==> src/rtl/bmp_unpk_pkg.sv <==
// ----------------------------------------------------------------------------
// bmp_unpk_pkg
// Shared types and codes of the bitmap pixel row unpacker: pixel formats,
// register indexes and the command that the front part hands to the back.
// ----------------------------------------------------------------------------
package bmp_unpk_pkg;

    // widths of the configuration and position fields
    localparam int DIM_W   = 13;
    localparam int POS_W   = 12;
    localparam int RBC_W   = 15;
    localparam int CFG_IDX_W = 2;
    localparam int DIM_CAP = 8191;

    // pixel format codes
    localparam logic [2:0] FMT_1BPP  = 3'd0;
    localparam logic [2:0] FMT_4BPP  = 3'd1;
    localparam logic [2:0] FMT_8BPP  = 3'd2;
    localparam logic [2:0] FMT_16BPP = 3'd3;
    localparam logic [2:0] FMT_24BPP = 3'd4;

    // register indexes
    localparam logic [CFG_IDX_W-1:0] REG_PIXEL_FORMAT = 2'd0;
    localparam logic [CFG_IDX_W-1:0] REG_IMAGE_WIDTH  = 2'd1;
    localparam logic [CFG_IDX_W-1:0] REG_IMAGE_HEIGHT = 2'd2;

    // command kinds
    localparam logic [1:0] CMD_PAL_WR  = 2'd0;
    localparam logic [1:0] CMD_INDEXED = 2'd1;
    localparam logic [1:0] CMD_DIRECT  = 2'd2;

    // palette store
    localparam int PALETTE_DEPTH = 256;
    localparam int PAL_AW = $clog2(PALETTE_DEPTH);

    // command queue between front and back
    localparam int QUEUE_DEPTH = 4;
    localparam int QUEUE_AW = $clog2(QUEUE_DEPTH);

    // one classified item: a palette write or a run of one to eight pixels
    typedef struct packed {
        logic [1:0]        kind;
        logic [2:0]        fmt;
        logic [23:0]       payload;
        logic [PAL_AW-1:0] pal_addr;
        logic [2:0]        cnt_m1;
        logic [POS_W-1:0]  col;
        logic [POS_W-1:0]  row;
        logic              eor;
        logic              eoi;
    } t_cmd;

endpackage

==> src/rtl/bmp_unpk_front.sv <==
// ----------------------------------------------------------------------------
// bmp_unpk_front
// Holds the registers and the stream position, takes one accepted input item a
// cycle and turns it into a palette write command, a pixel run command or none.
// ----------------------------------------------------------------------------
module bmp_unpk_front #(
    parameter int MAX_WIDTH  = 4096,
    parameter int MAX_HEIGHT = 4096
) (
    input  logic                               i_clk,
    input  logic                               i_rst_n,
    input  logic                               i_cfg_valid,
    input  logic [bmp_unpk_pkg::CFG_IDX_W-1:0] i_cfg_index,
    input  logic [bmp_unpk_pkg::DIM_W-1:0]     i_cfg_data,
    input  logic                               i_accept,
    input  logic                               i_mode,
    input  logic [7:0]                         i_pal_index,
    input  logic [23:0]                        i_pal_color,
    input  logic [7:0]                         i_data_byte,
    output logic                               o_push,
    output bmp_unpk_pkg::t_cmd                 o_cmd
);
    import bmp_unpk_pkg::*;

    localparam int W_CAP = (MAX_WIDTH > DIM_CAP) ? DIM_CAP : MAX_WIDTH;
    localparam int H_CAP = (MAX_HEIGHT > DIM_CAP) ? DIM_CAP : MAX_HEIGHT;
    localparam logic [DIM_W-1:0] W_CAP_V = DIM_W'(W_CAP);
    localparam logic [DIM_W-1:0] H_CAP_V = DIM_W'(H_CAP);

    logic [2:0]       r_fmt, n_fmt;
    logic [DIM_W-1:0] r_width, n_width;
    logic [DIM_W-1:0] r_height, n_height;
    logic [DIM_W-1:0] r_col, n_col;
    logic [DIM_W-1:0] r_row, n_row;
    logic [RBC_W-1:0] r_rbc, n_rbc;
    logic [15:0]      r_held, n_held;
    logic [1:0]       r_phase, n_phase;

    logic [DIM_W-1:0] w, h, w_rem, per, cnt, col_next;
    logic [RBC_W-1:0] data_bytes, scan, rbc_inc;
    logic [15:0]      word;
    logic             col_ok, emit;

    // clamped dimensions and row geometry
    always_comb begin
        w = (r_width == '0) ? DIM_W'(1) : ((r_width > W_CAP_V) ? W_CAP_V : r_width);
        h = (r_height == '0) ? DIM_W'(1) : ((r_height > H_CAP_V) ? H_CAP_V : r_height);
        case (r_fmt)
            FMT_1BPP:  data_bytes = ({2'b00, w} + RBC_W'(7)) >> 3;
            FMT_4BPP:  data_bytes = ({2'b00, w} + RBC_W'(1)) >> 1;
            FMT_8BPP:  data_bytes = {2'b00, w};
            FMT_16BPP: data_bytes = {1'b0, w, 1'b0};
            default:   data_bytes = {2'b00, w} + {1'b0, w, 1'b0};
        endcase
        scan = (data_bytes + RBC_W'(3)) & ~RBC_W'(3);
        case (r_fmt)
            FMT_1BPP: per = DIM_W'(8);
            FMT_4BPP: per = DIM_W'(2);
            default:  per = DIM_W'(1);
        endcase
        col_ok   = r_col < w;
        w_rem    = w - r_col;
        cnt      = (w_rem > per) ? per : w_rem;
        col_next = r_col + cnt;
        word     = {i_data_byte, r_held[7:0]};
        rbc_inc  = r_rbc + RBC_W'(1);
    end

    // next state and command build
    always_comb begin
        n_fmt    = r_fmt;
        n_width  = r_width;
        n_height = r_height;
        n_col    = r_col;
        n_row    = r_row;
        n_rbc    = r_rbc;
        n_held   = r_held;
        n_phase  = r_phase;
        emit     = 1'b0;
        o_push   = 1'b0;
        o_cmd.kind     = CMD_INDEXED;
        o_cmd.fmt      = r_fmt;
        o_cmd.payload  = {16'h0000, i_data_byte};
        o_cmd.pal_addr = i_pal_index;
        o_cmd.cnt_m1   = 3'd0;
        o_cmd.col      = r_col[POS_W-1:0];
        o_cmd.row      = r_row[POS_W-1:0];
        o_cmd.eor      = 1'b0;
        o_cmd.eoi      = 1'b0;

        if (i_cfg_valid) begin
            // a mapped register write restarts the stream
            case (i_cfg_index)
                REG_PIXEL_FORMAT: n_fmt = i_cfg_data[2:0];
                REG_IMAGE_WIDTH:  n_width = i_cfg_data;
                REG_IMAGE_HEIGHT: n_height = i_cfg_data;
                default: ;
            endcase
            if (i_cfg_index inside {REG_PIXEL_FORMAT, REG_IMAGE_WIDTH,
                                    REG_IMAGE_HEIGHT}) begin
                n_col   = '0;
                n_row   = '0;
                n_rbc   = '0;
                n_held  = '0;
                n_phase = '0;
            end
        end else if (i_accept && !i_mode) begin
            o_push        = 1'b1;
            o_cmd.kind    = CMD_PAL_WR;
            o_cmd.payload = i_pal_color;
        end else if (i_accept) begin
            if (r_rbc < data_bytes && r_row < h) begin
                case (r_fmt)
                    FMT_1BPP, FMT_4BPP, FMT_8BPP: begin
                        emit = col_ok;
                    end
                    FMT_16BPP: begin
                        if (r_phase == 2'd0) begin
                            n_held  = {8'h00, i_data_byte};
                            n_phase = 2'd1;
                        end else begin
                            n_held  = '0;
                            n_phase = 2'd0;
                            emit    = col_ok;
                            o_cmd.kind    = CMD_DIRECT;
                            o_cmd.payload = {word[14:10], 3'b000, word[9:5], 3'b000,
                                             word[4:0], 3'b000};
                        end
                    end
                    default: begin
                        if (r_phase == 2'd0) begin
                            n_held  = {8'h00, i_data_byte};
                            n_phase = 2'd1;
                        end else if (r_phase == 2'd1) begin
                            n_held  = {i_data_byte, r_held[7:0]};
                            n_phase = 2'd2;
                        end else begin
                            n_held  = '0;
                            n_phase = 2'd0;
                            emit    = col_ok;
                            o_cmd.kind    = CMD_DIRECT;
                            o_cmd.payload = {i_data_byte, r_held[15:8], r_held[7:0]};
                        end
                    end
                endcase
                if (emit) begin
                    o_push       = 1'b1;
                    o_cmd.cnt_m1 = (o_cmd.kind == CMD_DIRECT) ? 3'd0 : 3'(cnt - DIM_W'(1));
                    n_col        = (o_cmd.kind == CMD_DIRECT) ? r_col + DIM_W'(1) : col_next;
                    o_cmd.eor    = (n_col == w);
                    o_cmd.eoi    = (n_col == w) && (r_row == h - DIM_W'(1));
                end
            end
            // row end after the last padding byte
            n_rbc = rbc_inc;
            if (rbc_inc >= scan) begin
                n_rbc   = '0;
                n_col   = '0;
                n_held  = '0;
                n_phase = '0;
                n_row   = (r_row + DIM_W'(1) >= h) ? '0 : r_row + DIM_W'(1);
            end
        end
    end

    // state registers
    always_ff @(posedge i_clk) begin
        if (!i_rst_n) begin
            r_fmt    <= FMT_24BPP;
            r_width  <= DIM_W'(1);
            r_height <= DIM_W'(1);
            r_col    <= '0;
            r_row    <= '0;
            r_rbc    <= '0;
            r_held   <= '0;
            r_phase  <= '0;
        end else begin
            r_fmt    <= n_fmt;
            r_width  <= n_width;
            r_height <= n_height;
            r_col    <= n_col;
            r_row    <= n_row;
            r_rbc    <= n_rbc;
            r_held   <= n_held;
            r_phase  <= n_phase;
        end
    end

endmodule

==> config.mk <==
export PLATFORM = sky130hd
export DESIGN_NAME = bmp_unpk_front
export DESIGN_NICKNAME = d
export VERILOG_FILES = /design/src/rtl/bmp_unpk_pkg.sv /design/src/rtl/bmp_unpk_front.sv
export SDC_FILE = /design/constraint.sdc
export NUM_CORES = 1
export LEC_CHECK = 0
export BUFFER_PORTS_ARGS = -buffer_cell sky130_fd_sc_hd__buf_2
export CORE_MARGIN = 2
export CORE_UTILIZATION = 59
export CTS_CLUSTER_DIAMETER = 60
export CTS_CLUSTER_SIZE = 30
export DETAILED_ROUTE_END_ITERATION = 10
export HOLD_SLACK_MARGIN = 0.12
export PLACE_DENSITY = 0.81
export SYNTH_ARGS = -nofsm -noshare
export SYNTH_HDL_FRONTEND = slang
export SYNTH_SLANG_ARGS = --single-unit
==> constraint.sdc <==
create_clock -name i_clk -period 12.7 [get_ports i_clk]
set_input_delay 0 -clock i_clk [delete_from_list [all_inputs] [get_ports i_clk]]
set_output_delay 0 -clock i_clk [all_outputs]
set_load 0.03 [all_outputs]
**Word-level counts from Yosys, hierarchy flattened**

Index checks and enable logic that the tools add are counted.

- Bits in registers: 88
- Input bits: 60

- Add/sub/neg operators: 11
- Order comparisons: 8
- Equality and inequality tests: 13
- Muxes and demuxes: 89
- Reductions and logical operators: 23

Operators with widths:

| kind | count |
|---|---|
| $mux 13 | 18 |
| $mux 24 | 7 |
| $mux 16 | 8 |
| $mux 15 | 5 |
| $pmux 15 s4 | 1 |
| $mux 2 | 24 |
| $pmux 24 s2 | 1 |
| $pmux 16 s2 | 1 |
| $add 13x1->13 const B | 2 |
| $eq 13x13->1 | 2 |
| $gt 13x13->1 const B | 2 |
| $logic_not 13->1 | 2 |
| $lt 13x13->1 | 2 |
| $mux 3 | 6 |
| $add 13x14->15 | 1 |
| $add 15x1->15 const B | 1 |
| $add 15x2->15 const B | 1 |
| $ge 15x15->1 | 1 |
| $lt 15x15->1 | 1 |
| $add 13x1->14 const B | 1 |
| $add 13x3->14 const B | 1 |
| $add 13x13->13 | 1 |
| $ge 13x13->1 | 1 |
| $gt 13x13->1 | 1 |
| other kinds (28) | 53 |

**Longest topological paths before layout**

Gate-level depths: netlist of the first run.

- Word-level depth: 20
- Mapped depth: 33
- Gate-level depth less buffers: 31

**Worst setup path before layout of the first run**

OpenSTA, ideal clock, no wires.

- Path type: register to output
- Start: register r_width[2]
- End: output o_cmd[0] (netlist bit)
- Arrival time: 6318 ps
- Data required time: 12700 ps
- Slack: 6382 ps
- Stages on the path, launching flop included: 31
- Path buffers: 2
- Path through: dfxtp_1 > buf_4 > nor4_4 > a31oi_1 > buf_6 > nor2_8 > inv_1 > ha_1 > inv_1 > fa_1 > ha_1 > nor2b_1 > o31ai_1 > a21oi_1 > nor4_1 > o2111ai_1 > nor2_1 > nand4_1 > mux2_2 > nand2_1 > ha_1 > inv_1 > fa_1 > nor2b_1 > o21a_1 > o21a_1 > o2111ai_1 > a21oi_1 > xnor2_1 > o31a_1 > nor4_1

RTL lines:

| item | line | source |
|---|---|---|
| from (decl) | bmp_unpk_front.sv:31 | `logic [DIM_W-1:0] r_width, n_width;` |
| from (signal assigned) | bmp_unpk_front.sv:179 | `r_width <= n_width;` |
| to (decl) | bmp_unpk_front.sv:21 | `output bmp_unpk_pkg::t_cmd o_cmd` |

==> results of run 1 <==
==> cells by family (layout without fill, tap and decap cells) <==
family                     count (synthesis)  count (layout)  synth area share
AOI/OAI and AO/OA                        384             384            0.2589
other                                      1               8         0.0003710
and+or+nand+nor                          488             488            0.2488
muxes                                     33              33           0.03318
DFF                                       88              88            0.1743
xor gates and xnor gates                  88              88           0.07762
adders and majority gates                102             102            0.1285
buffers and inverters                    169             231           0.07836
==> what timing repair did <==
action,in CTS,in global routing
buffers inserted,0,0
hold buffers,31,0
gates resized for setup,0,0
endpoints found under the setup margin,0,0
endpoints found under the hold margin,53,0
==> cells in the mapped netlist (4+ instances only) <==
library cell    n  share of area
o21ai_0        89          0.044
a21boi_1        6         0.0045
nor3b_1         6         0.0045
buf_1           5         0.0019
nand4_1        20          0.012
buf_4          34          0.025
nor3_1         33          0.016
clkbuf_1       51          0.019
nor4_1         12         0.0074
mux2_2          4         0.0045
mux2i_1        29          0.029
dfxtp_1        88           0.17
a2111oi_0       5         0.0043
o211ai_1       12         0.0089
o31ai_1         8         0.0059
o311a_1         4         0.0040
a32o_1         13          0.013
o21ai_1        13         0.0064
nand3b_1        9         0.0067
a22o_1         23          0.020
a21o_1         20          0.015
nand2_1       168          0.062
xnor2_1        53          0.046
xor2_1         34          0.029
inv_2           4         0.0015
buf_2          12         0.0059
nor2b_1        26          0.016
a211oi_1        8         0.0059
nor2_1         61          0.023
and3_1         21          0.013
inv_1          60          0.022
and2_1         12         0.0074
o21a_1         14          0.010
o22ai_1         4         0.0025
or3_1           9         0.0056
a211o_1         4         0.0035
a21boi_0       33          0.025
nand2b_1       20          0.012
a21oi_1        61          0.030
ha_1           99           0.12
a31oi_1        16         0.0099
nand3_1        63          0.031
o2111ai_1      10         0.0087
==> where the power goes <==
| part | internal (mW) | total (mW) | switching, mW |
|---|---|---|---|
| combinational | 0.0946 | 0.250 | 0.155 |
| sequential | 0.283 | 0.293 | 0.0106 |
| clock | 0.142 | 0.257 | 0.115 |
| total | 0.519 | 0.800 | 0.281 |
==> metrics by stage <==
step / utilization / setup slack [ps] / cells
finish: 0.6660 / 5431 / 1642
global route: 0.6660 / 4879 / 1642
CTS: 0.6660 / 5499 / 1642
detailed placement: 0.6309 / 5882 / 1596
global placement: 0.6309 / 6119 / 1596
floorplan: - / 6382 / 1360
==> final timing paths <==
kind	cells after the start	slack [ps]	to
worst max-delay path	30	5430	o_cmd[0]
worst min-delay path	3	290	r_height[0]$_SDFFE_PN1P_
worst max register to register	25	5690	r_row[2]$_SDFFE_PN0P_
worst min register to register	2	460	r_held[14]$_SDFFE_PN0P_
==> registers in the layout (all words and copies together) (netlist names) <==
| register | count |
|---|---|
| r_col | 13 |
| r_fmt | 3 |
| r_height | 13 |
| r_held | 16 |
| r_phase | 2 |
| r_rbc | 15 |
| r_row | 13 |
| r_width | 13 |
==> layout make-up <==
class | count | area share
flip-flops and latches | 88 | 0.1591
clock inverters | 3 | 0.001580
inverters | 65 | 0.02201
well taps | 220 | 0.02484
multi-input cells | 1103 | 0.6849
repair buffers | 151 | 0.08444
clock buffers | 12 | 0.02314
==> layer usage <==
| metal | track usage | vias up | routed length, um |
|---|---|---|---|
| met1 | 0.4645 | 4923 | 13340 |
| met2 | 0.5189 | 472 | 13760 |
| met3 | 0.04392 | 78 | 2456 |
| met5 | 0 | - | 0 |
| met4 | 0.1444 | 0 | 1241 |
| li1 | - | 5025 | - |
==> worst reg2reg max path, cell delays in order (launching register included) <==
cell       delay [ps]
dfxtp_1           310
buf_4             340
inv_1             230
nand2_1           210
inv_1             170
ha_1              360
fa_1              440
nor2b_1           170
o31ai_1           370
a211oi_1          160
mux2i_1           140
a311oi_1          520
inv_1             180
or3_4             430
xnor2_1           130
ha_1              290
a21o_1            110
a21o_1            110
a21oi_1            60
o2111ai_1         240
a21o_1            490
nand2_1           340
nor3_1            680
buf_4             270
nand3b_1           80
a21boi_0          140
==> flow_summary.toml, run 1 <==
[run_status]
status = "finished, final reports clean"

[clock_tree]
cts_made_buffers = 9
cts_tree = "built"
clk_root_buffer_cell = "clkbuf_16"
path_clk_slew_ps = 60
clk-insertion-delay-late_ps = 360
maximum_count_of_clock_buffers_along_a_single_path = 2
h-tree-depth = 3
cts_num_sinks = 88

[yosys]
synth_enable_flop_cells = 0
async_reset_ff_frac = 0
synth_seq_area_share = 0.1743
yosys_warnings = 0
synthesis.area_mm2 = 0.01011
ys.flop_type = "dfxtp_1"
post_synth.cell_area_avg_um2 = 7.470
number_of_storage_elements_in_the_synthesis_netlist = 88
synth.distinct_cells = 90
netlist_instances = 1353

[grt]
maximum_number_of_pins_on_one_net_before_global_route_repair = 93
vias_in_the_first_global_route = 9400
global_route.overflow_total = 0
antenna_found_initial = 0
grt_pass1_wl_um = 48780
grt_use_total = 0.3342

[route]
detailedRoute.firstIterationViolations = 1130
detailroute.via_count = 10500
drt-pass1-iter-count = 5
detail-route-antenna-nets = 0
detail_route.vias_per_cell = 6.393
post_drt_wl_per_cell_um = 18.76
wirelength_um = 30810
drc = 0

[timing]
worstMarginPinSlew_ps = 1239
holdWs_ps = 292.5
min_period_ps = 7269
timing.final.hold_violations = 0
clock_skew_ps = 10.38
timing.final.max_slew_violations = 0
totalNegativeSetupSlack_ps = 0
timing.final.crit_share = 0.5723
clock.fmax_ghz = 0.1376
tightest_slew_margin_relative_to_the_limit = 0.1743
setup_viol_count_final = 0
grt_setup_unrepaired = "no"

[setup_path]
worst_setup_path_start_kind = "register"
worst_path_largest_cell_delay_ps = 440
critical-path-top-delay-family = "simple AND/OR/NAND/NOR gates"
cpMaxStageDelayCell = "dfxtp_1"
cp_num_buf_inv = 5
critPathArrivalTime_ps = 7270
r2r-start = "r_width[12]$_SDFFE_PN0P_"
timing.critical_path.from = "r_width[4]$_SDFFE_PN0P_"
required_ps = 12700
endpoint_kind = "output port"
critPathKind = "reg -> out"
timing.critical_path.fanout_max = 11

[die]
core_region_area_mm2 = 0.01664
die_height_um = 134.9
die_width_um = 134.9
fp.dieArea_mm2 = 0.01819
io-pin-count = 127
rows = 47
initial_core_util = 0.6073

[place]
routabilityCongestion = 1.014
postPlaceCellArea_mm2 = 0.01050
place_hpwl_um = 23320
placement.io_buffers = 110

[finish]
finish.net_count = 1580
post-route-cell-area_mm2 = 0.01108
area_of_the_multi_input_gates_mm2 = 0.007591
drive_gt1_frac = 0.1181
area.sequential_mm2 = 0.001763
flow.area_growth_from_synthesis_pct = 9.656
layout.filler_cells = 1457
mostFrequentLayoutCell = "nand2_1"
layout.cells.most_common_list = "168 x nand2_1, 110 x buf_2, 99 x ha_1"
antenna_cells_inserted = 0

[min_path]
min-delay-start = "i_rst_n"
hold_path.class = "in -> reg"

[pwr]
p_leak_nw = 4.861
pwr_cell_area_mw_per_mm2 = 72.15
report.power.total_uw = 799.6
vdd.ir_drop.worst_mv = 0.08210

[flow_run]
max-cap-violations = 0
Power figures use the tool's default switching activity.
==> run 2, diff against run 1 <==
Settings changed: CORE_UTILIZATION 59 to 55, PLACE_DENSITY 0.81 to 0.79.
Clock period 12.7 ns to 5.95 ns, I/O delays scaled along.
==> flow_summary.toml, run 2 (synthesis gave the netlist of run 1 again) <==
[run_status]
status = "finished with violations"
failed_checks = "negative setup slack"

[clock_tree]
cts_made_buffers = 9
h-tree-depth = 3
clk-insertion-delay-late_ps = 360
path_clk_slew_ps = 70
maximum_count_of_clock_buffers_along_a_single_path = 2
clk_root_buffer_cell = "clkbuf_16"
cts_tree = "built"
cts_num_sinks = 88

[finish]
mostFrequentLayoutCell = "nand2_1"
largest_register_ff_count = 16
layout.cells.most_common_list = "167 x nand2_1, 107 x buf_2, 96 x ha_1"
largest_register = "r_held"
layout.filler_cells = 1535
flow.area_growth_from_synthesis_pct = 17.72
drive_gt1_frac = 0.1885
antenna_cells_inserted = 0
finish.net_count = 1648
largestRegisters = "r_held x16, r_rbc x15"

[setup_path]
endpoint_kind = "output port"
timing.critical_path.fanout_max = 5
critical-path-top-delay-family = "simple AND/OR/NAND/NOR gates"
worst_path_largest_cell_delay_ps = 460
required_ps = 5950
cpMaxStageDelayCell = "fa_2"
cp_num_buf_inv = 4
critPathArrivalTime_ps = 6240
critical-path-top-cell-by-count = "ha_4"
regToRegSetupSlack_ps = 310
worst_setup_path_start_kind = "register"
critPathKind = "reg -> out"

[timing]
clock.fmax_ghz = 0.1603
timing.final.hold_violations = 0
timing.final.crit_share = 1.049
timing.final.max_slew_violations = 0
clock_skew_ps = 12.46
totalNegativeSetupSlack_ps = -434.7
worst_slack_ps = -289.7
setup_viol_count_final = 2
worstMarginPinSlew_ps = 1037
grt_setup_unrepaired = "yes"
min_period_ps = 6240
tightest_slew_margin_relative_to_the_limit = 0.3062

[grt]
antenna_found_initial = 0
vias_in_the_first_global_route = 10130
grt_pass1_wl_um = 50860
maximum_number_of_pins_on_one_net_before_global_route_repair = 52
grt_use_total = 0.3178
global_route.overflow_total = 0

[pwr]
vdd.ir_drop.worst_mv = 0.1266
p_leak_nw = 5.254
pwr_cell_area_mw_per_mm2 = 149.8

[place]
routabilityCongestion = 0.9752
place_ws_ps = -59.01
place_hpwl_um = 23730
placement.io_buffers = 110

[route]
detail_route.vias_per_cell = 6.290
wirelength_um = 32270
detail-route-antenna-nets = 0
drt-pass1-iter-count = 8
wirelength_met1_um = 13600
maxUsedRoutingLayer = "met4"
drc = 0
detailedRoute.firstIterationViolations = 894
met2RoutedLength_um = 14930
met3WireLength_um = 2471
post_drt_wl_per_cell_um = 18.76
detailroute.via_count = 10820

[die]
die_height_um = 139.6
io-pin-count = 127
rows = 49
core_region_area_mm2 = 0.01802
initial_core_util = 0.5607
die_width_um = 139.6
fp.dieArea_mm2 = 0.01948

[min_path]
hold_path.class = "in -> reg"

[flow_run]
max-cap-violations = 0
run 2: cell types whose count changed in the layout (fill, tap and decap cells not counted), moves of 4 or more:
| cell | previous run | this run |
|---|---|---|
| o21ai_0 | 89 | 84 |
| a21oi_1 | 61 | 57 |
| a21oi_2 | 0 | 4 |
| buf_4 | 10 | 78 |
| o21ai_1 | 13 | 17 |
| inv_1 | 60 | 56 |
| o2111ai_1 | 10 | 6 |
run 2: worst reg2reg max path, delay by kind of cell, from the launching register on:
kind | cells | cell delay [ps]
AO/OA/AOI/OAI | 11 | 1670
adder cells (fa/ha/maj) | 5 | 1360
AND/OR/NAND/NOR | 8 | 1340
buffers and inverters | 6 | 460
multiplexers | 1 | 360
flip-flops | 1 | 340
run 2: final timing paths:
check | from | endpoint | cells after the start
min | i_cfg_index[0] | r_fmt[2]$_SDFFE_PN1P_ | 3
max | r_width[6]$_SDFFE_PN0P_ | o_cmd[0] | 30
min reg2reg | r_held[14]$_SDFFE_PN0P_ | r_held[14]$_SDFFE_PN0P_ | 2
max reg2reg | r_width[6]$_SDFFE_PN0P_ | r_col[12]$_SDFFE_PN0P_ | 31
run 2: per-stage QoR:
step / total power [mW] / std cells / cell area, um2 / hold slack, ps / util
floorplan: 1.008 / 1360 / 10140 / 124.0 / -
global placement: 1.150 / 1651 / 10870 / 0.2048 / 0.6033
detailed placement: 1.156 / 1651 / 10870 / 0.2048 / 0.6033
CTS: 1.760 / 1708 / 11650 / 128.5 / 0.6462
global route: 1.861 / 1720 / 11900 / 174.9 / 0.6601
finish: 1.782 / 1720 / 11900 / 155.1 / 0.6601
run 2: routing by layer:
layer | vias to the layer above | track usage
li1 | 5157 | -
met1 | 5058 | 0.4117
met2 | 513 | 0.5222
met3 | 91 | 0.04818
met4 | 0 | 0.1479
met5 | - | 0
run 2: where the power goes:
part,switching (mW),total [mW],internal [mW]
Clock,0.262,0.562,0.300
Combinational,0.353,0.597,0.244
Sequential,0.0203,0.624,0.603
run 2: what timing repair did:
| action | CTS | global route |
|---|---|---|
| setup buffers | 11 | 12 |
| resized for setup | 24 | 39 |
| hold endpoints to repair | 53 | 0 |
| endpoints found under the setup margin | 16 | 73 |
| hold buffers | 30 | 0 |
| pin swaps | 28 | 33 |
run 2: final cells by class:
class / instances / area [um2] / share of cell area
Multi-Input combinational cell: 1103 / 7831 / 0.6582
Sequential cell: 88 / 1765 / 0.1484
Timing Repair Buffer: 219 / 1475 / 0.1240
Tap cell: 229 / 286.5 / 0.02408
Inverter: 65 / 249.0 / 0.02093
Clock buffer: 10 / 239.0 / 0.02009
Clock inverter: 6 / 51.30 / 0.004312
