==> config.mk <==
export PLATFORM = sky130hd
export DESIGN_NAME = bmp_unpk_queue
export DESIGN_NICKNAME = d
export VERILOG_FILES = /design/src/rtl/bmp_unpk_pkg.sv /design/src/rtl/bmp_unpk_queue.sv
export SDC_FILE = /design/constraint.sdc
export NUM_CORES = 1
export LEC_CHECK = 0
export ABC_AREA = 0
export BUFFER_PORTS_ARGS = -buffer_cell sky130_fd_sc_hd__buf_2
export CORE_MARGIN = 2
export CORE_UTILIZATION = 59
export CTS_BUF_LIST = sky130_fd_sc_hd__clkbuf_2
export DETAILED_ROUTE_END_ITERATION = 16
export PLACE_DENSITY = 0.79
export SYNTH_ARGS = -nofsm -noshare
export SYNTH_HDL_FRONTEND = slang
export SYNTH_SLANG_ARGS = --single-unit
==> constraint.sdc <==
create_clock -name i_clk -period 3.4 [get_ports i_clk]
set_input_delay 0.34 -clock i_clk [delete_from_list [all_inputs] [get_ports i_clk]]
set_output_delay 0.34 -clock i_clk [all_outputs]
set_load 0.005 [all_outputs]
==> src/rtl/bmp_unpk_pkg.sv <==
// ----------------------------------------------------------------------------
// bmp_unpk_pkg
// Shared types and codes of the bitmap pixel row unpacker: pixel formats,
// register indexes and the command that the front part hands to the back.
// ----------------------------------------------------------------------------
package bmp_unpk_pkg;

    // widths of the configuration and position fields
    localparam int DIM_W   = 13;
    localparam int POS_W   = 12;
    localparam int RBC_W   = 15;
    localparam int CFG_IDX_W = 2;
    localparam int DIM_CAP = 8191;

    // pixel format codes
    localparam logic [2:0] FMT_1BPP  = 3'd0;
    localparam logic [2:0] FMT_4BPP  = 3'd1;
    localparam logic [2:0] FMT_8BPP  = 3'd2;
    localparam logic [2:0] FMT_16BPP = 3'd3;
    localparam logic [2:0] FMT_24BPP = 3'd4;

    // register indexes
    localparam logic [CFG_IDX_W-1:0] REG_PIXEL_FORMAT = 2'd0;
    localparam logic [CFG_IDX_W-1:0] REG_IMAGE_WIDTH  = 2'd1;
    localparam logic [CFG_IDX_W-1:0] REG_IMAGE_HEIGHT = 2'd2;

    // command kinds
    localparam logic [1:0] CMD_PAL_WR  = 2'd0;
    localparam logic [1:0] CMD_INDEXED = 2'd1;
    localparam logic [1:0] CMD_DIRECT  = 2'd2;

    // palette store
    localparam int PALETTE_DEPTH = 256;
    localparam int PAL_AW = $clog2(PALETTE_DEPTH);

    // command queue between front and back
    localparam int QUEUE_DEPTH = 4;
    localparam int QUEUE_AW = $clog2(QUEUE_DEPTH);

    // one classified item: a palette write or a run of one to eight pixels
    typedef struct packed {
        logic [1:0]        kind;
        logic [2:0]        fmt;
        logic [23:0]       payload;
        logic [PAL_AW-1:0] pal_addr;
        logic [2:0]        cnt_m1;
        logic [POS_W-1:0]  col;
        logic [POS_W-1:0]  row;
        logic              eor;
        logic              eoi;
    } t_cmd;

endpackage

==> src/rtl/bmp_unpk_queue.sv <==
// ----------------------------------------------------------------------------
// bmp_unpk_queue
// Short first-in first-out queue of commands between the front and the back.
// ----------------------------------------------------------------------------
module bmp_unpk_queue (
    input  logic               i_clk,
    input  logic               i_rst_n,
    input  logic               i_push,
    input  bmp_unpk_pkg::t_cmd i_data,
    input  logic               i_pop,
    output logic               o_valid,
    output logic               o_full,
    output bmp_unpk_pkg::t_cmd o_data
);
    import bmp_unpk_pkg::*;

    t_cmd                r_mem [QUEUE_DEPTH];
    logic [QUEUE_AW-1:0] r_wr_ptr, r_rd_ptr;
    logic [QUEUE_AW:0]   r_count;
    logic                do_push, do_pop;

    assign o_valid = r_count != '0;
    assign o_full  = r_count == (QUEUE_AW+1)'(QUEUE_DEPTH);
    assign o_data  = r_mem[r_rd_ptr];
    assign do_push = i_push && !o_full;
    assign do_pop  = i_pop && o_valid;

    // pointers and fill level
    always_ff @(posedge i_clk) begin
        if (!i_rst_n) begin
            r_wr_ptr <= '0;
            r_rd_ptr <= '0;
            r_count  <= '0;
        end else begin
            if (do_push) r_wr_ptr <= r_wr_ptr + QUEUE_AW'(1);
            if (do_pop) r_rd_ptr <= r_rd_ptr + QUEUE_AW'(1);
            case ({do_push, do_pop})
                2'b10:   r_count <= r_count + (QUEUE_AW+1)'(1);
                2'b01:   r_count <= r_count - (QUEUE_AW+1)'(1);
                default: r_count <= r_count;
            endcase
        end
    end

    // entry storage
    always_ff @(posedge i_clk) begin
        if (do_push) r_mem[r_wr_ptr] <= i_data;
    end

endmodule

Word-level counts from Yosys, hierarchy flattened
Memories as Yosys holds them, arrays and structs flattened. A register that Yosys moved wholly into a read port is not among the register bits.
Cells that the tools add are included.
Widths: inputs -> output; s select.
{ "op_classes": {"n_addsub": 4, "reduce_logical": 5, "n_mux": 5, "n_eq_ne": 3} }
{ "op_table": {"columns": ["operator", "count"], "rows": [
  ["$pmux 3 s2", 1],
  ["$add 2x1->2 const B", 2],
  ["$mux 2", 2],
  ["$add 3x1->3 const B", 1],
  ["$eq 3x3->1 const B", 1],
  ["$reduce_bool 3->1", 1],
  ["$sub 3x1->3 const B", 1],
  ["$eq 2x1->1 const B", 1],
  ["$eq 2x2->1 const B", 1],
  ["$logic_and 1x1->1", 2],
  ["$mux 1", 2],
  ["$reduce_bool 2->1", 1],
  ["$logic_not 1->1", 1]
]} }
{ "totals": {"ff_bits": 7, "wordCells": 21, "out_inout_bits": 68, "ramBits": 264, "mem_count": 1} }
{ "mem_list": {"columns": ["name", "words", "width", "read_ports", "rd_clocked_by_memory_dff", "write_ports", "line", "rtl"], "rows": [
  ["r_mem", 4, 66, 1, 1, 1, "bmp_unpk_queue.sv:17", "t_cmd r_mem [QUEUE_DEPTH];"]
]} }

Logic depth before layout (Yosys ltp)
Gate-level depths: netlist (run 1).
{ "depth": {"ltp_word": 5, "ltp_mapped": 10, "depth_no_buf": 9} }

Worst setup path before layout (run 1)
No wires, ideal clock.
{ "synth_path": {"kind": "register to register", "start": "reg r_count[2]", "end": "mem r_mem[0][0] (netlist name) (enable)", "n_path_buf": 1, "t_required_ns": 2.969, "synth_period_minus_slack_ns": 2.744, "path_stages_with_launch": 5, "setup_time_ns": 0.431, "arrival_ns": 2.313, "slack_ns": 0.656, "path_cell_list": "dfxtp_1 > nor3b_2 > nor2b_1 > buf_2 > and2_1"} }
{ "synth_via": {"elab_chain_len": 5} }
{ "synth_rtl": {"columns": ["element", "line", "rtl"], "rows": [
  ["start: declaration", "bmp_unpk_queue.sv:19", "logic [QUEUE_AW:0] r_count;"],
  ["start signal: assignment", "bmp_unpk_queue.sv:38", "2'b10: r_count <= r_count + (QUEUE_AW+1)'(1);"],
  ["start signal: assignment", "bmp_unpk_queue.sv:39", "2'b01: r_count <= r_count - (QUEUE_AW+1)'(1);"],
  ["start signal: assignment", "bmp_unpk_queue.sv:40", "default: r_count <= r_count;"],
  ["$eq 3x3->1", "bmp_unpk_queue.sv:23", "assign o_full = r_count == (QUEUE_AW+1)'(QUEUE_DEPTH);"],
  ["named net o_full", "bmp_unpk_queue.sv:12", "output logic o_full,"],
  ["$logic_not 1->1", "bmp_unpk_queue.sv:25", "assign do_push = i_push && !o_full;"],
  ["$logic_and 1x1->1", "bmp_unpk_queue.sv:25", null],
  ["$mux 1", "bmp_unpk_queue.sv:47", "if (do_push) r_mem[r_wr_ptr] <= i_data;"],
  ["$mux 1 (implied by the code)", "bmp_unpk_queue.sv:47", null],
  ["end: declaration", "bmp_unpk_queue.sv:17", null]
]} }
The timed path passes the listed nets, and every way through them passes these cells.

==> results of run 1 <==
[state kept, by name, summed over array words and instances, names as in the netlist, named ones only]
register / cells
r_mem: 264
r_count: 3
r_rd_ptr: 2
r_wr_ptr: 2
[worst min-delay path, cell delays in order]
cell	delay, ns
sky130_fd_sc_hd__buf_2	0.10
sky130_fd_sc_hd__o31a_1	0.18
sky130_fd_sc_hd__xnor2_1	0.09
sky130_fd_sc_hd__nor2b_1	0.09
[path summary, 6_finish.rpt]
path / start / endpoint / depth (start not counted)
setup reg to reg: r_count[0] / r_mem[0][63] / 4
hold / removal: i_pop / flop / 4
hold reg to reg: r_wr_ptr[1] / r_wr_ptr[1] / 2
setup / recovery: flop / o_data[51] / 3
[placed cells by master, fill, tap and decap left out, types with 2 or more instances in the layout]
master                          instances
sky130_fd_sc_hd__edfxtp_1             264
sky130_fd_sc_hd__buf_2                137
sky130_fd_sc_hd__clkbuf_2             101
sky130_fd_sc_hd__dlygate4sd3_1         67
sky130_fd_sc_hd__mux4_2                66
sky130_fd_sc_hd__clkinv_1              19
sky130_fd_sc_hd__dfxtp_1                7
sky130_fd_sc_hd__inv_1                  6
sky130_fd_sc_hd__nand2_1                5
sky130_fd_sc_hd__ha_1                   5
sky130_fd_sc_hd__buf_12                 5
sky130_fd_sc_hd__and2_4                 4
sky130_fd_sc_hd__nor2b_1                3
sky130_fd_sc_hd__xnor2_1                3
sky130_fd_sc_hd__and2_1                 3
sky130_fd_sc_hd__or3_1                  2
sky130_fd_sc_hd__mux2i_1                2
sky130_fd_sc_hd__o21ai_0                2
sky130_fd_sc_hd__dfxtp_4                2
[final cells by class]
cell class | count | area (um2)
inverter | 6 | 22.5
timing repair buffer | 209 | 1460
fill | 1040 | 4360
clock inverter | 20 | 75.1
tap | 220 | 275
sequential | 273 | 8120
multi-input combinational | 101 | 1780
clock buffer | 101 | 505
[metal layers]
layer / GRT usage [%] / wire length (um) / up-vias
met2: 36.3 / 9530 / 205
met4: 9.42 / 399 / 0
met3: 5.63 / 1370 / 37
li1: - / - / 2264
met5: 0 / 0 / -
met1: 27.1 / 7370 / 2571
[what timing repair did]
item	4_1_cts	5_1_grt
hold buffers	67	0
hold endpoints to repair	273	0
endpoints found under the setup margin	0	0
[power breakdown]
group,switching (mW),internal (mW)
combinational,0.768,1.01
clock,1.19,0.789
sequential,0.233,4.05
total,2.19,5.86
[kinds of logic after synthesis]
family / synth area share, %
DFF: 81.0
muxes: 15.1
buffers and inverters: 1.35
and+or+nand+nor: 1.06
adders and majority gates: 0.825
AOI/OAI and AO/OA: 0.350
xor gates and xnor gates: 0.350
[stage by stage]
step                power [mW]  utilization, %
finish                    8.05            73.7
global route              8.47            73.7
CTS                       8.17            73.7
detailed placement        6.13            66.2
global placement          6.07            66.2
floorplan                 5.43               -
==> results.cfg, run 1 <==
[drt]
drt-pass1-iter-count = 4
drt-wirelength-per-cell_um = 20.1
antenna_viol_nets_final = 0
num_vias = 5077
vias_per_cell = 5.46
first_iter_violations = 339
final_wirelength_mm = 18.7
remaining_drc_errors = 0

[pwr]
max-vdd-ir-drop_mv = 0.449
p_leak_nw = 4.29
power_per_cell_area_mw_per_mm2 = 658

[clocking]
clkSinkCount = 273
cts.reportedPaths.clkPinSlew_ns = 0.09
post_cts.resized_instances = 0
cts.root.buffer_cell = sky130_fd_sc_hd__clkbuf_2
clock_insertion_delay_worst_skew_ns = 0.77
post_cts_buffers = 0
cts_made_buffers = 68
clock_tree.htree_level_count = 3
cts.path.max_buffers = 3
tritoncts_clock_tree = yes

[timing]
max_freq_mhz = 338
finish_stage_setup_viols = 0
worst_clock_skew_ns = 0.0292
timing.hold.ws_ns = 0.0850
least_setup_slack_across_all_paths_after_layout_ns = 0.444
fin_crit_ns = 2.96
worst_slew_margin_pct = 33.8
worstMarginPinSlew_ns = 0.992
report.final.slew_viol_count = 0
finalHoldViolations = 0
fin_crit_sh_pct = 86.9
setup-tns-final_ns = 0
grt_setup_unrepaired = false

[synth]
seq_area_frac_synth_pct = 81.0
yosys.cell_types.count = 22
synth_cells = 396
yosys_reg_bits = 273
synth_top_area_cell = sky130_fd_sc_hd__edfxtp_1
yosys.cell_count.top_type = sky130_fd_sc_hd__edfxtp_1
synth_top_cells_by_count = sky130_fd_sc_hd__edfxtp_1 (264), sky130_fd_sc_hd__mux4_2 (66), sky130_fd_sc_hd__dfxtp_1 (9), sky130_fd_sc_hd__and2_1 (7)
synth_area_per_cell_um2 = 25.3
top_ff_cell_synth = sky130_fd_sc_hd__edfxtp_1
synthesis.yosys.warnings = 0
number_of_enable_type_register_cells_in_the_synthesized_netlist = 264
synth_async_sr_flop_share_pct = 0
synth_top_area_share_pct = 79.2
summed_instance_area_of_the_synthesized_netlist_mm2 = 0.0100
post_synth_main_area_contributors = sky130_fd_sc_hd__edfxtp_1 (79%), sky130_fd_sc_hd__mux4_2 (15%), sky130_fd_sc_hd__dfxtp_1 (1.8%)
synth_fp_nets = 472

[grt]
grt_remaining_overflow = 0
grt_pass1_vias = 5699
grt_pass1_wl_mm = 28.9
groute.usage.overall_pct = 21.6
antenna_found_initial = 0
maximum_number_of_pins_on_one_net_before_global_route_repair = 67

[setup_path]
crit_path_end_kind = output port
critPathMaxStageDelay_ns = 0.71
critical_path_peak_fanout = 40
slowest_stage = sky130_fd_sc_hd__dfxtp_4
critical-path-top-delay-family = flip-flops
worst_ep_arrival_time_ns = 2.62
required_ns = 3.06
r2r_slack_ns = 1.04
criticalPathCategory = flop to output port
worstPathCellList = buf_12, mux4_2, buf_2
critical_path.n_buffers_inverters = 2
critical_path.startpoint_type = flop

[place]
post-place-cells = 742
globalplace.congestion = 0.711
placed_area_mm2 = 0.0110
port_buffers = 137
place_hpwl_mm = 10.8
dp_slack_ns = 1.04

[flow_run]
maxCapViolations = 0

[layout]
share_of_layout_cells_above_drive_strength_1_pct = 44.6
antenna_cells_inserted = 0
instances_no_fill = 930
area_delta_synth_final_pct = 22.2
post_layout_instance_area_mm2 = 0.0122
nets = 735

[floorplanning]
placeableCoreArea_mm2 = 0.0166
rows = 47
fp.dieArea_mm2 = 0.0180
die_h_um = 134
horizontal_die_dimension_um = 134
num_io_pins = 138
initial_core_util_pct = 60.4

[hold_path]
worst_hold_path_type = primary input to flop

[run_status]
run_status = finished, final reports clean
Power figures use the tool's default switching activity.
==> inputs of run 2 (changes only) <==
Settings changed: BUFFER_PORTS_ARGS -buffer_cell sky130_fd_sc_hd__buf_2 to -buffer_cell sky130_fd_sc_hd__buf_4, HOLD_SLACK_MARGIN from default to 0.12.
==> run 2 against run 1 <==
Global-route usage is essentially flat. Critical path depth is the same. First-iteration DRC count shrank 17%. Non-clock buffer count grew 4. Register-to-register slack gained 0.07 ns. Wire length grew 0.48%. Largest cell class unchanged. Fmax shrank 0.35%. Largest power group unchanged. Total power grew 4.8%.
==> results.cfg, run 2 (synthesized netlist as in run 1, its figures left out) <==
[run_status]
run_status = finished, final reports clean

[setup_path]
critical_path.n_buffers_inverters = 2
critPathMaxStageDelay_ns = 0.79
critical_path_peak_fanout = 31
criticalPathCategory = flop to output port
crit_path_end_kind = output port
r2r_slack_ns = 1.11
rr_startpoint = r_count[0]
worstPathCellList = buf_12, mux4_2, buf_4
critical_path.startpoint_type = flop
worst_ep_arrival_time_ns = 2.63
required_ns = 3.06
slowest_stage = sky130_fd_sc_hd__dfxtp_4
critical-path-top-delay-family = flip-flops

[timing]
fin_crit_ns = 2.97
setup-tns-final_ns = 0
fin_crit_sh_pct = 87.2
finalHoldViolations = 0
grt_setup_unrepaired = false
report.final.slew_viol_count = 0
worst_clock_skew_ns = 0.0324
worst_slew_margin_pct = 33.8
worstMarginPinSlew_ns = 0.993
least_setup_slack_across_all_paths_after_layout_ns = 0.434
finish_stage_setup_viols = 0
max_freq_mhz = 337

[pwr]
p_leak_nw = 4.44
post-layout-total-power_mw = 8.44
max-vdd-ir-drop_mv = 0.455
power_per_cell_area_mw_per_mm2 = 669

[hold_path]
hold_path.startpoint = i_data[27]
worst_hold_path_type = primary input to flop

[drt]
first_iter_violations = 283
final_wirelength_mm = 18.8
drt-wirelength-per-cell_um = 20.2
vias_per_cell = 5.41
remaining_drc_errors = 0
antenna_viol_nets_final = 0
num_vias = 5016
drt-pass1-iter-count = 5

[grt]
grt.met1_usage_pct = 28.6
maximum_number_of_pins_on_one_net_before_global_route_repair = 67
grt_remaining_overflow = 0
grt_pass1_wl_mm = 28.8
antenna_found_initial = 1
use_met3_pct = 5.10
grt.busiest_layer = met2
groute.usage.overall_pct = 21.6
gr-usage-met2_pct = 35.1
grt_pass1_vias = 5432

[clocking]
cts_made_buffers = 67
cts.root.buffer_cell = sky130_fd_sc_hd__clkbuf_2
tritoncts_clock_tree = yes
post_cts_buffers = 0
clock_insertion_delay_worst_skew_ns = 0.78
cts.path.max_buffers = 3
clock_tree.htree_level_count = 3
cts.reportedPaths.clkPinSlew_ns = 0.11
clkSinkCount = 273

[layout]
share_of_layout_cells_above_drive_strength_1_pct = 45.4
largest_register_ffs = 264
post_layout_instance_area_mm2 = 0.0126
top_library_cells_by_usage_in_the_layout_fill_and_taps_aside = sky130_fd_sc_hd__edfxtp_1 (264), sky130_fd_sc_hd__buf_4 (139), sky130_fd_sc_hd__clkbuf_2 (97)
largest_register_by_flop_count = r_mem
leading_registers_by_flop_count = r_mem: 264 flops, r_count: 3 flops
final_core_util_pct = 76.1
mostFrequentLayoutCell = sky130_fd_sc_hd__edfxtp_1
nets = 738
area_delta_synth_final_pct = 26.0

[flow_run]
maxCapViolations = 0

[floorplanning]
rows = 47
horizontal_die_dimension_um = 134
placeableCoreArea_mm2 = 0.0166
num_io_pins = 138
die_h_um = 134
fp.dieArea_mm2 = 0.0180
initial_core_util_pct = 60.4

[place]
placed_area_mm2 = 0.0113
dp_slack_ns = 1.14
globalplace.congestion = 0.737
port_buffers = 137
place_hpwl_mm = 10.7
==> run 2: area by class of cell <==
class | count | area [um2]
clock inverters | 15 | 111
inverters | 6 | 22.5
well taps | 220 | 275
diodes | 2 | 5.00
flip-flops and latches | 273 | 8120
fillers | 961 | 3970
multi-input cells | 101 | 1780
clock buffers | 97 | 485
repair buffers | 213 | 1820
==> run 2: layer usage <==
metal | up-vias | wire (um)
met2 | 176 | 9550
met1 | 2559 | 7740
li1 | 2244 | -
met4 | 0 | 368
met3 | 37 | 1100
met5 | - | 0
==> run 2: power breakdown <==
group	switching (mW)	internal, mW	total [mW]
combinational	0.793	1.25	2.04
clock	1.19	0.907	2.10
sequential	0.248	4.05	4.30
total	2.23	6.21	8.44
==> run 2: what timing repair did <==
item                       in CTS  in global routing
hold buffers                   70                  0
gates resized for setup         0                  0
setup endpoints to repair       0                  0
hold endpoints to repair      273                  0
==> run 2: through the flow <==
stage	instances	hold slack, ns
2_1_floorplan	396	0.439
3_5_place_dp	743	0.511
3_3_place_gp	743	0.479
5_1_grt	927	0.228
4_1_cts	925	0.199
6_report	927	0.298
==> run 2: path summary, 6_finish.rpt <==
| check | to | cells after the start |
|---|---|---|
| worst min register to register | r_wr_ptr[0] | 2 |
| worst max-delay path | o_data[54] | 3 |
| worst max register to register | r_mem[2][44] | 3 |
| worst min-delay path | r_mem[2][27] | 2 |
==> inputs of run 3 (changes only) <==
Settings changed: BUFFER_PORTS_ARGS -buffer_cell sky130_fd_sc_hd__buf_4 to default, CORE_UTILIZATION 59 to 65, DONT_BUFFER_PORTS from default to 1, PLACE_DENSITY 0.79 to 0.78.
==> run 3 against run 2 <==
Non-clock buffer count is 138 lower. Final cell count is 18% lower. Register-to-register slack worse by 0.16 ns. First-iteration DRC count is 18% lower. Cell area is 8.9% lower. Die area is 9.0% lower. Count of clock-buffer cells in the layout stayed put. Critical path depth is 1 lower. Combinational power is 28% lower. Sequential share of layout area is 6.3 points higher. Flip-flop and latch count stayed put. Via count is 11% lower.
==> results.cfg, run 3 (synthesized netlist as in run 1, its figures left out) <==
[setup_path]
r2r_slack_ns = 0.95
critPathMaxStageDelay_ns = 0.65
criticalPathCategory = flop to output port
critical_path.n_buffers_inverters = 1
rr_startpoint = r_count[0]
crit_path_end_kind = output port
worst_ep_arrival_time_ns = 2.42
critical-path-top-delay-family = flip-flops
reg2regPathDepth = 9
critical_path.startpoint_type = flop
worstPathCellList = buf_4, mux4_2
critical_path_peak_fanout = 22
required_ns = 3.06
slowest_stage = sky130_fd_sc_hd__dfxtp_4
rr_endpoint = r_count[2]

[timing]
setup-tns-final_ns = 0
finalHoldViolations = 0
fin_crit_ns = 2.76
worst_slew_margin_pct = 35.6
fin_crit_sh_pct = 81.1
max_freq_mhz = 363
finish_stage_setup_viols = 0
report.final.slew_viol_count = 0
least_setup_slack_across_all_paths_after_layout_ns = 0.642
worstMarginPinSlew_ns = 0.965
worst_clock_skew_ns = 0.0443
grt_setup_unrepaired = false

[floorplanning]
die_h_um = 128
num_io_pins = 138
horizontal_die_dimension_um = 128
fp.dieArea_mm2 = 0.0164
initial_core_util_pct = 66.1
placeableCoreArea_mm2 = 0.0151
rows = 45

[grt]
grt_pass1_vias = 4773
groute.usage.overall_pct = 21.7
grt_remaining_overflow = 0
antenna_found_initial = 0
maximum_number_of_pins_on_one_net_before_global_route_repair = 67
grt_pass1_wl_mm = 26.1

[place]
dp_slack_ns = 1.07
place_hpwl_mm = 9.79
globalplace.congestion = 0.756
port_buffers = 0

[hold_path]
worst_hold_path_type = primary input to flop
timing.hold.worst_path_depth = 1
hold-path-endpoint = r_mem[2][26]
hold_path.startpoint = i_data[26]

[pwr]
power_per_cell_area_mw_per_mm2 = 665
p_leak_nw = 3.74
max-vdd-ir-drop_mv = 0.498

[flow_run]
maxCapViolations = 0

[clocking]
cts.path.max_buffers = 3
cts.root.buffer_cell = sky130_fd_sc_hd__clkbuf_2
clock_tree.htree_level_count = 2
cts_made_buffers = 61
tritoncts_clock_tree = yes
post_cts.resized_instances = 0
cts.hold.buffers_added = 69
clkSinkCount = 273
post_cts_buffers = 0
cts.reportedPaths.clkPinSlew_ns = 0.11
clock_insertion_delay_worst_skew_ns = 0.83

[layout]
leading_registers_by_flop_count = r_mem: 264 flops, r_count: 3 flops
antenna_cells_inserted = 0
largest_register_by_flop_count = r_mem
nets = 594
share_of_layout_cells_above_drive_strength_1_pct = 31.2
area_delta_synth_final_pct = 14.8
mostFrequentLayoutCell = sky130_fd_sc_hd__edfxtp_1
final.fill_count = 819
largest_register_ffs = 264
top_library_cells_by_usage_in_the_layout_fill_and_taps_aside = sky130_fd_sc_hd__edfxtp_1 (264), sky130_fd_sc_hd__clkbuf_2 (97), sky130_fd_sc_hd__dlygate4sd3_1 (69)

[drt]
num_vias = 4481
antenna_viol_nets_final = 0
vias_per_cell = 5.93
remaining_drc_errors = 0
drt-pass1-iter-count = 4
drt-wirelength-per-cell_um = 22.9
final_wirelength_mm = 17.3
first_iter_violations = 231

[run_status]
run_status = finished, final reports clean
==> run 3: power by group <==
group	internal [mW]	switching, mW	total (mW)
sequential	4.05	0.210	4.26
combinational	0.771	0.697	1.47
clock	0.748	1.16	1.91
==> run 3: how the worst max path moves through the flow <==
stage | startpoint | depth (start not counted) | end | slack [ns]
after floorplan | r_count[2] | 4 | r_mem[0][0] | 0.66
after global placement | r_count[2] | 4 | r_mem[2][29] | 1.28
after detailed placement | r_count[0] | 9 | r_count[2] | 1.07
after CTS | flop | 2 | o_data[37] | 0.49
after global routing | flop | 2 | o_data[37] | 0.38
final | flop | 2 | o_data[37] | 0.64
==> run 3: metrics by stage <==
step	utilization (%)	hold WS, ns	cells	power [mW]	cell area (um2)
6_report	75.9	0.218	756	7.64	11500
4_1_cts	75.9	0.147	756	7.72	11500
2_1_floorplan	-	0.439	396	5.43	10000
3_3_place_gp	67.7	0.439	574	5.70	10300
3_5_place_dp	67.7	0.439	574	5.75	10300
5_1_grt	75.9	0.148	756	8.02	11500
==> run 3: layer usage <==
| metal | up-vias | global-route usage, % | part of all wire, % | routed length (um) |
|---|---|---|---|---|
| met1 | 2283 | 27.4 | 39 | 6690 |
| met4 | 0 | 8.66 | 1.8 | 307 |
| li1 | 1972 | - | - | - |
| met2 | 202 | 35.6 | 51 | 8880 |
| met3 | 24 | 7.05 | 8.4 | 1460 |
| met5 | - | 0 | 0 | 0 |
==> run 3: area by class of cell <==
class | instances | area, um2 | share of cell area [%]
Sequential cell | 273 | 8120 | 70.6
Multi-Input combinational cell | 101 | 1780 | 15.4
Timing Repair Buffer | 75 | 798 | 6.95
Clock buffer | 97 | 485 | 4.22
Tap cell | 188 | 235 | 2.05
Clock inverter | 16 | 60.1 | 0.523
Inverter | 6 | 22.5 | 0.196
